[src/s2fss_pkg.sv]
// Package for the symmetric-to-full sparse scatter unit.
// Holds the sizing constants, the request, result, configuration and control types.
// No dependencies.
`timescale 1ns / 1ps

package s2fss_pkg;

  // Sizing of the slot store and the output arrays
  localparam int MaxDim      = 1024;
  localparam int OutCapacity = 65536;
  localparam int IdxW        = (MaxDim > 1) ? $clog2(MaxDim) : 1;
  localparam int SlotW       = (OutCapacity > 1) ? $clog2(OutCapacity) : 1;

  // Fixed field widths
  localparam int FieldIdxW = 10;
  localparam int PosW      = 16;
  localparam int ValW      = 64;
  localparam int CfgIdxW   = 2;

  localparam logic [ValW-1:0] SignMask = {1'b1, {(ValW-1){1'b0}}};

  // Operation codes
  localparam logic OpLoad  = 1'b0;
  localparam logic OpEntry = 1'b1;

  // Configuration register indexes
  typedef enum logic [CfgIdxW-1:0] {
    CfgUpperStored    = 2'd0,
    CfgKeepDiagonal   = 2'd1,
    CfgConjugateMirror = 2'd2
  } cfg_idx_e;

  // One input request
  typedef struct packed {
    logic                 operation;
    logic [FieldIdxW-1:0] column;
    logic [FieldIdxW-1:0] row;
    logic [PosW-1:0]      start_position;
    logic [ValW-1:0]      value_re;
    logic [ValW-1:0]      value_im;
  } req_t;

  // One result write
  typedef struct packed {
    logic [PosW-1:0]      write_position;
    logic [FieldIdxW-1:0] out_row;
    logic [ValW-1:0]      out_value_re;
    logic [ValW-1:0]      out_value_im;
    logic                 last_of_item;
  } res_t;

  // Controller to datapath commands
  typedef struct packed {
    logic latch;        // capture the incoming request
    logic load_wr;      // write start slot of the request column
    logic rd_row;       // slot read address: 0 column, 1 row
    logic emit_first;   // own-column write, advance column slot
    logic emit_second;  // mirrored write, advance row slot
  } ctrl_t;

  // Datapath to controller status
  typedef struct packed {
    logic is_load;
    logic discard;      // out of range, unstored half or dropped diagonal
    logic diag;
  } status_t;

endpackage

[src/s2fss_ctrl.sv]
// Sequencing state machine of the scatter unit.
// Depends on s2fss_pkg for the control and status types.
`timescale 1ns / 1ps

module s2fss_ctrl (
  input  logic              clk_i,
  input  logic              rst_ni,
  input  logic              start_i,
  output logic              busy_o,
  input  s2fss_pkg::status_t status_i,
  output s2fss_pkg::ctrl_t   cmd_o,
  output logic              res_valid_o
);
  import s2fss_pkg::*;

  typedef enum logic [3:0] {
    StIdle   = 4'b0001,
    StDecide = 4'b0010,
    StFirst  = 4'b0100,
    StSecond = 4'b1000
  } state_e;

  state_e state_q, state_d;
  ctrl_t  cmd;

  // Next state and commands
  always_comb begin
    state_d = state_q;
    cmd     = '0;
    unique case (state_q)
      StIdle: begin
        if (start_i) begin
          cmd.latch = 1'b1;
          state_d   = StDecide;
        end
      end
      StDecide: begin
        if (status_i.is_load) begin
          cmd.load_wr = 1'b1;
          state_d     = StIdle;
        end else if (status_i.discard) begin
          state_d = StIdle;
        end else begin
          cmd.rd_row = 1'b0;   // fetch column slot
          state_d    = StFirst;
        end
      end
      StFirst: begin
        cmd.emit_first = 1'b1;
        if (status_i.diag) begin
          state_d = StIdle;
        end else begin
          cmd.rd_row = 1'b1;   // fetch row slot for the mirror
          state_d    = StSecond;
        end
      end
      StSecond: begin
        cmd.emit_second = 1'b1;
        state_d         = StIdle;
      end
      default: begin
        state_d = StIdle;
      end
    endcase
  end

  always_ff @(posedge clk_i or negedge rst_ni) begin
    if (!rst_ni) begin
      state_q <= StIdle;
    end else begin
      state_q <= state_d;
    end
  end

  assign busy_o      = (state_q != StIdle);
  assign cmd_o       = cmd;
  assign res_valid_o = cmd.emit_first | cmd.emit_second;

  // An accepted request always goes to decode next
  a_accept_decode : assert property (@(posedge clk_i) disable iff (!rst_ni)
    start_i && !busy_o |=> state_q == StDecide)
    else $error("accepted request did not enter decode");

  // The mirrored write only follows the own-column write
  a_second_after_first : assert property (@(posedge clk_i) disable iff (!rst_ni)
    state_q == StSecond |-> $past(state_q) == StFirst)
    else $error("mirror write without preceding own-column write");

  // The own-column write only follows decode, whose read it consumes
  a_first_after_decide : assert property (@(posedge clk_i) disable iff (!rst_ni)
    state_q == StFirst |-> $past(state_q) == StDecide)
    else $error("own-column write without slot fetch");

  // Never two writes in one cycle
  a_one_emit : assert property (@(posedge clk_i) disable iff (!rst_ni)
    !(cmd.emit_first && cmd.emit_second))
    else $error("two result writes in one cycle");

endmodule

[config.mk]
export PLATFORM = sky130hd
export DESIGN_NAME = s2fss_ctrl
export DESIGN_NICKNAME = d
export VERILOG_FILES = /design/src/s2fss_pkg.sv /design/src/s2fss_ctrl.sv
export SDC_FILE = /design/constraint.sdc
export NUM_CORES = 1
export LEC_CHECK = 0
export BUFFER_PORTS_ARGS = -buffer_cell sky130_fd_sc_hd__buf_2
export CAP_MARGIN = 20
export CORE_AREA = 8 8 45 47
export DETAILED_ROUTE_END_ITERATION = 8
export DIE_AREA = 0 0 53 55
export PLACE_DENSITY = 0.38
export RECOVER_POWER = 100
export SYNTH_ARGS = -nofsm -noshare
export SYNTH_HDL_FRONTEND = slang
export SYNTH_SLANG_ARGS = --single-unit
[constraint.sdc]
create_clock -name clk_i -period 2 [get_ports clk_i]
set_input_delay 0.1 -clock clk_i [delete_from_list [all_inputs] [get_ports clk_i]]
set_output_delay 0.1 -clock clk_i [all_outputs]
set_load 0.01 [all_outputs]
### Word-level counts from Yosys, hierarchy flattened

Index checks and enable logic that the tools add are counted.

| storage, ports and cells | value |
|---|---|
| memories | 0 |
| output and inout port bits | 7 |
| memory bits (read-only) | 0 |
| logic and storage cells | 21 |
| input port bits | 6 |
| latch bits | 0 |
| bits in writable memories | 0 |
| bits in registers | 4 |

| operators by class | value |
|---|---|
| multiplexer cells | 13 |
| divide/modulo/power cells | 0 |
| $lt $le $gt $ge | 0 |
| multiply operators | 0 |
| add/sub/neg operators | 0 |
| bitwise logic cells | 1 |
| shift operators | 0 |
| equality and inequality tests | 6 |
| reduce and logical (&&, ||, !) cells | 0 |

Operator list:

| cell | count |
|---|---|
| 4-bit two-way mux | 3 |
| 4-bit case mux with 3 select lines | 1 |
| 1-bit two-way mux | 8 |
| 4-bit by 1-bit == test with 1-bit output (second input constant) | 1 |
| 4-bit by 2-bit == test with 1-bit output (second input constant) | 1 |
| 4-bit by 3-bit == test with 1-bit output (second input constant) | 1 |
| 4-bit == test (second input constant) | 1 |
| 4-bit by 1-bit inequality test with 1-bit output (second input constant) | 1 |
| 3-bit two-way mux | 1 |
| 2-bit inequality test (second input constant) | 1 |
| 1-bit bitwise OR | 1 |

### Longest topological paths before layout

Gate-level depths: netlist of the first run.

| logic depth | value |
|---|---|
| word-level depth | 3 |
| gate-level depth with buffers | 4 |

### Worst setup path before layout of the first run

No wires, ideal clock.

| timing | value |
|---|---|
| kind | reg-to-output |
| start point | register state_q[0] |
| end point | output cmd_o[4] (netlist name) |
| data required time | 1900 ps |
| path buffers | 1 |
| stages on the path, launching flop included | 4 |
| arrival time | 1276 ps |
| path slack | 624 ps |
| cell sequence | dfstp_2 > or4b_1 > buf_2 > nor2_1 |

RTL lines:

| item | RTL line | RTL |
|---|---|---|
| start, declared | s2fss_ctrl.sv:23 | `state_e state_q, state_d;` |
| start signal, assigned | s2fss_ctrl.sv:69 | `state_q <= StIdle;` |
| start signal, assigned | s2fss_ctrl.sv:71 | `state_q <= state_d;` |
| end, declared | s2fss_ctrl.sv:11 | `output s2fss_pkg::ctrl_t cmd_o,` |

==> results of run 1 <==
## cells by family after synthesis
kind of cell	after synthesis	synth area share [%]
compound gates	2	11.76
buf+inv	5	10.16
flops	4	43.32
simple gates	12	34.76
## power breakdown
group	switching, mW	internal, mW
Combinational	0.0681	0.0459
Sequential	0.0134	0.104
Clock	0.0360	0.0751
Total	0.118	0.225
## worst register-to-register path: cells and delay by family (launching register included)
kind	cells	cell delay [ps]
flip-flops	1	530
AO/OA/AOI/OAI	2	300
AND/OR/NAND/NOR	1	560
## area by class of cell
cell class / instances / area share, %
Clock buffer: 4 / 8.367
Inverter: 3 / 3.586
Multi-Input combinational cell: 14 / 30.28
Sequential cell: 4 / 32.27
Tap cell: 16 / 6.375
Timing Repair Buffer: 13 / 19.12
## per-layer routing
metal	up-vias	GRT usage, %	wire length, um
li1	109	-	-
met1	98	3.522	215
met2	9	6.250	276
met3	0	2.674	92
met5	-	0	0
met4	0	9.052	0
## how the worst min path moves through the flow
| stage | start | end | cells after the start |
|---|---|---|---|
| floorplan | rst_ni | state_q[1] | 0 |
| global placement | rst_ni | state_q[1] | 1 |
| detailed placement | rst_ni | state_q[3] | 1 |
| CTS | status_i[1] | state_q[2] | 2 |
| global route | status_i[1] | state_q[2] | 2 |
| finish | status_i[1] | state_q[2] | 2 |
## layout by cell type (no fill, tap or decap), drive strengths merged
master / count
dlygate4sd3: 1
o211ai: 1
nor3: 1
nor4b: 1
dfstp: 1
dfrtp: 3
o221ai: 1
buf: 4
clkbuf: 12
nor2: 6
or2: 1
inv: 3
or4b: 3
## what timing repair did
item / in CTS / in global routing
gates resized for setup: 0 / 0
setup endpoints to repair: 0 / 0
hold endpoints to repair: 4 / 0
setup buffers: 0 / 0
hold buffers: 1 / 0
## metrics by stage
stage	hold WS (ps)	worst slack [ps]
after global routing	35.52	202.6
after floorplan	-195.6	624.5
after CTS	32.48	275.4
after global placement	-96.60	534.1
after detailed placement	-94.66	535.4
final	38.82	270.2
==> impl_metrics.tcl, run 1 <==
set metrics [dict create \
    outcome "completed" \
    path_class "reg2out" \
    crit_path_max_fanout 5 \
    drive_above_1_share_pct 21.05 \
    finClkSkew_ps 3.763 \
    rows 14 \
    root_buffer "clkbuf_4" \
    synth_flop_cell "dfrtp_1" \
    instances_no_fill 54 \
    cts_buffer_depth 2 \
    worstPathCellList "or4b_1 -> nor2_1 -> clkbuf_1" \
    critical-path-max-stage-delay_ps 560 \
    largest_registers "state_q: 4 flops" \
    crit_arrival_ps 1630 \
    fin_area_um2 314.1 \
    final_util_pct 22.69 \
    vias_per_cell 4.000 \
    critPathTopFamily "simple AND/OR/NAND/NOR gates" \
    dieArea_um2 2915 \
    cts_tree "done" \
    synth.yosys.seq_area_share_pct 43.32 \
    async_reset_ff_share_pct 100.0 \
    area_growth_pct 34.22 \
    drt-initial-drc-count 0 \
    ant_nets 0 \
    syn-cell-area_um2 234.0 \
    p_per_area_nw_per_um2 1091 \
    setup-violations-final 0 \
    setup_tns_ps 0 \
    globalplace.congestion 0.6607 \
    r2r-end "state_q[0]" \
    placement.io_buffers 12 \
    grt_pass1_wl_um 910 \
    drt_wl_total_um 583 \
    reg2reg_depth 3 \
    grt_pass1_vias 237 \
    critPathRequiredTime_ps 1900 \
    synth_fp_nets 29 \
    crit_buf_inv 1 \
    rsz0062_at_grt "false" \
    start_util_pct 16.91 \
    yosys-top-cells-area "dfrtp_1 (32%), dfstp_2 (11%), nor2_1 (9.6%), or4b_1 (8.6%), o221ai_2 (6.4%)" \
    yosysMostFrequentCell "nor2_1" \
    grt_max_degree 6 \
    hp-class "in2reg" \
    critPathCapture "cmd_o[4]" \
    grt_use_total_pct 4.712 \
    synth_cells 23 \
    dp_cells 49 \
    vias 216 \
    cts.sinks 4 \
    chipWidth_um 53 \
    fill_cells 167 \
    largest_reg_flops 4 \
    avgSynthCellArea_um2 10.17 \
    synth_warnings 0 \
    n_antenna_cell 0 \
    period_share_pct 86.49 \
    synth_top_area_share_pct 32.09 \
    cp-startpoint "state_q[0]" \
    drt_first_pass_iters 1 \
    seqCellArea_um2 101.3 \
    dpl_cell_area_um2 301.5 \
    hold_violations 0 \
    synth_top_cell_by_area "dfrtp_1" \
    clock_latency_ps 240 \
    total_power_mw 0.3425 \
    p_leak_nw 0.1468 \
    wl_per_cell_um 10.80 \
    cts-buffers-inserted 3 \
    yosysUniqueCellTypes 13 \
    maxSlewHeadroom_pct 76.44 \
    fmax_ghz 0.5781 \
    io_pins 13 \
    endpoint_kind "primary output" \
    tightest_slew_ps 348.4 \
    final-max-slew-violation-count 0 \
    ys_seq_elements 4 \
    grt-ovfl-total 0 \
    cp_num_cells 3 \
    synth_commonest_cells "nor2_1 (6), dfrtp_1 (3), inv_1 (3)" \
    cap_violations 0 \
    final.min_clock_period_ps 1730 \
    antenna_found_initial 0 \
    regToRegStartpoint "state_q[0]" \
    die_h_um 55 \
    cts_max_level 1 \
    top_register "state_q" \
    route.detailed.drc 0 \
    ir_worst_vdd_mv 0.2729 \
    start_kind "flip-flop" \
    regToRegSetupSlack_ps 520 \
    fin_nets 45 \
    clkTransAtPathRegs_ps 40 \
    synth_edf_count 0 \
    core_area_um2 1384 \
    slowest_stage "or4b_1" \
    multi_input_area_um2 95.09 \
]
Note: power is estimated with default switching activity, not from simulation.
==> run 2, diff against run 1 <==
--- a/config.mk
+++ b/config.mk
@@ -10,6 +10,7 @@
 export CORE_AREA = 8 8 45 47
 export DETAILED_ROUTE_END_ITERATION = 8
 export DIE_AREA = 0 0 53 55
+export HOLD_SLACK_MARGIN = 0.12
 export PLACE_DENSITY = 0.38
 export RECOVER_POWER = 100
 export SYNTH_ARGS = -nofsm -noshare
==> run 2 against run 1 <==
- count of clock-buffer cells in the layout is the same
- clock power barely moved
- clock skew fell by 1.0 ps
- largest cell class unchanged
- critical endpoint is now state_q[2]
- cell count rose by 7.4%
- register-to-register slack worse by 360 ps
- sequential share of layout area is 3.6 points lower
- via count is 7.4% higher
- sequential power about the same
==> impl_metrics.tcl, run 2 (synthesized netlist as in run 1, its figures left out) <==
set metrics [dict create \
    p_per_area_nw_per_um2 987.7 \
    cap_violations 0 \
    total_power_mw 0.3497 \
    start_kind "flip-flop" \
    core_area_um2 1384 \
    path_class "reg2reg" \
    grt_pass1_wl_um 972 \
    reg2reg_depth 3 \
    cts_tree "done" \
    ant_nets 0 \
    maxSlewHeadroom_pct 76.44 \
    seqCellArea_um2 101.3 \
    grt-ovfl-total 0 \
    final.setup.worst_slack_ps 157.5 \
    final-max-slew-violation-count 0 \
    cts_buffer_depth 2 \
    placement.io_buffers 12 \
    clkPwrFrac_pct 32.0 \
    antenna_found_initial 0 \
    worstPathCellList "or4b_1 -> nor3_1 -> dlygate4sd3_1" \
    fmax_ghz 0.5427 \
    post_cts_buffers 0 \
    p_int_mw 0.2303 \
    final.min_clock_period_ps 1843 \
    hold_violations 0 \
    mostFrequentLayoutCells "clkbuf_1 (9), nor2_1 (6), dlygate4sd3_1 (5)" \
    grt_max_degree 6 \
    vias_per_cell 4.000 \
    setup-violations-final 0 \
    slowest_stage "or4b_1" \
    die_h_um 55 \
    clkTransAtPathRegs_ps 40 \
    period_share_pct 92.13 \
    io_pins 13 \
    grt_use_total_pct 4.932 \
    sw_frac_of_total_pct 34.16 \
    top_register "state_q" \
    comb_power_share_pct 34.5 \
    hp-class "in2reg" \
    regToRegSetupSlack_ps 160 \
    critPathRequiredTime_ps 2170 \
    rows 14 \
    multi_input_area_um2 95.09 \
    setup_tns_ps 0 \
    regToRegStartpoint "state_q[3]" \
    cts_max_level 1 \
    seqPwrFrac_pct 33.5 \
    final_common_cell "clkbuf_1" \
    drt_first_pass_iters 1 \
    holdPathStages 3 \
    endpoint_kind "flip-flop" \
    n_antenna_cell 0 \
    p_leak_nw 0.1662 \
    ir_worst_vdd_mv 0.2809 \
    route.detailed.drc 0 \
    fill_cells 165 \
    p_switching_mw 0.1195 \
    area_growth_pct 51.34 \
    fin_nets 49 \
    vias 232 \
    hold_end "state_q[0]" \
    outcome "completed" \
    drt_wl_total_um 617 \
    cts.sinks 4 \
    largest_registers "state_q: 4 flops" \
    drive_above_1_share_pct 19.05 \
    dieArea_um2 2915 \
    wl_per_cell_um 10.64 \
    worstHoldStart "status_i[2]" \
    start_util_pct 16.91 \
    chipWidth_um 53 \
    crit_path_max_fanout 4 \
    rsz0062_at_grt "false" \
    critical-path-max-stage-delay_ps 620 \
    drt-initial-drc-count 0 \
    globalplace.congestion 0.6607 \
    r2r-end "state_q[2]" \
    crit_arrival_ps 2010 \
    grt_pass1_vias 262 \
    root_buffer "clkbuf_4" \
    finClkSkew_ps 2.763 \
    pre_cts_slack_ps 535.4 \
    largest_reg_flops 4 \
    cts-buffers-inserted 3 \
    clock_latency_ps 240 \
    tightest_slew_ps 348.4 \
]
-- run 2: cell types whose count changed in the layout (fill, tap and decap cells not counted), sizes merged --
cell         before  now
dlygate4sd3       1    5
-- run 2: power groups by stage --
| stage | logic (mW) | registers [mW] | clock network [mW] |
|---|---|---|---|
| after floorplan | 0.0937 | 0.119 | 0 |
| after global placement | 0.130 | 0.122 | 0 |
| after detailed placement | 0.127 | 0.122 | 0 |
| after CTS | 0.136 | 0.121 | 0.117 |
| after global routing | 0.134 | 0.120 | 0.123 |
| final | 0.121 | 0.117 | 0.112 |
-- run 2: final cells by class --
class	instances	area share, %
flip-flops and latches	4	28.62
repair buffers	17	28.27
multi-input cells	14	26.86
clock buffers	4	7.420
well taps	16	5.654
inverters	3	3.180
-- run 2: stage by stage --
step                cells  area, um^2  utilization, %  hold slack (ps)
global placement       49       301.5           21.79           -96.60
finish                 58       354.1           25.59            185.7
CTS                    58       377.9           27.31            186.6
detailed placement     49       301.5           21.79           -94.66
floorplan              23       234.0               -           -195.6
global route           58       354.1           25.59            195.9
-- run 2: how the worst max path moves through the flow --
stage,startpoint,endpoint,slack (ps),cells past startpoint
3_3_place_gp,state_q[0],cmd_o[4],530,3
5_1_grt,state_q[3],state_q[2],110,3
6_report,state_q[3],state_q[2],160,3
4_1_cts,state_q[3],state_q[2],200,3
2_1_floorplan,state_q[0],cmd_o[4],620,3
3_5_place_dp,state_q[0],cmd_o[4],540,3
-- run 2: what timing repair did --
action / in CTS / in global routing
hold endpoints to repair: 8 / 0
hold buffers: 5 / 0
gates resized for setup: 0 / 0
-- run 2: per-layer routing --
metal	track usage, %	share of wire (%)
met1	3.828	39
met2	7.031	49
met3	2.139	12
met4	9.052	0
met5	0	0
-- run 2: worst max-delay path, delay by kind of cell, from the launching register on --
| kind | cells | cell delay [ps] |
|---|---|---|
| and+or+nand+nor | 2 | 810 |
| buffers and inverters | 1 | 580 |
| DFF | 1 | 380 |
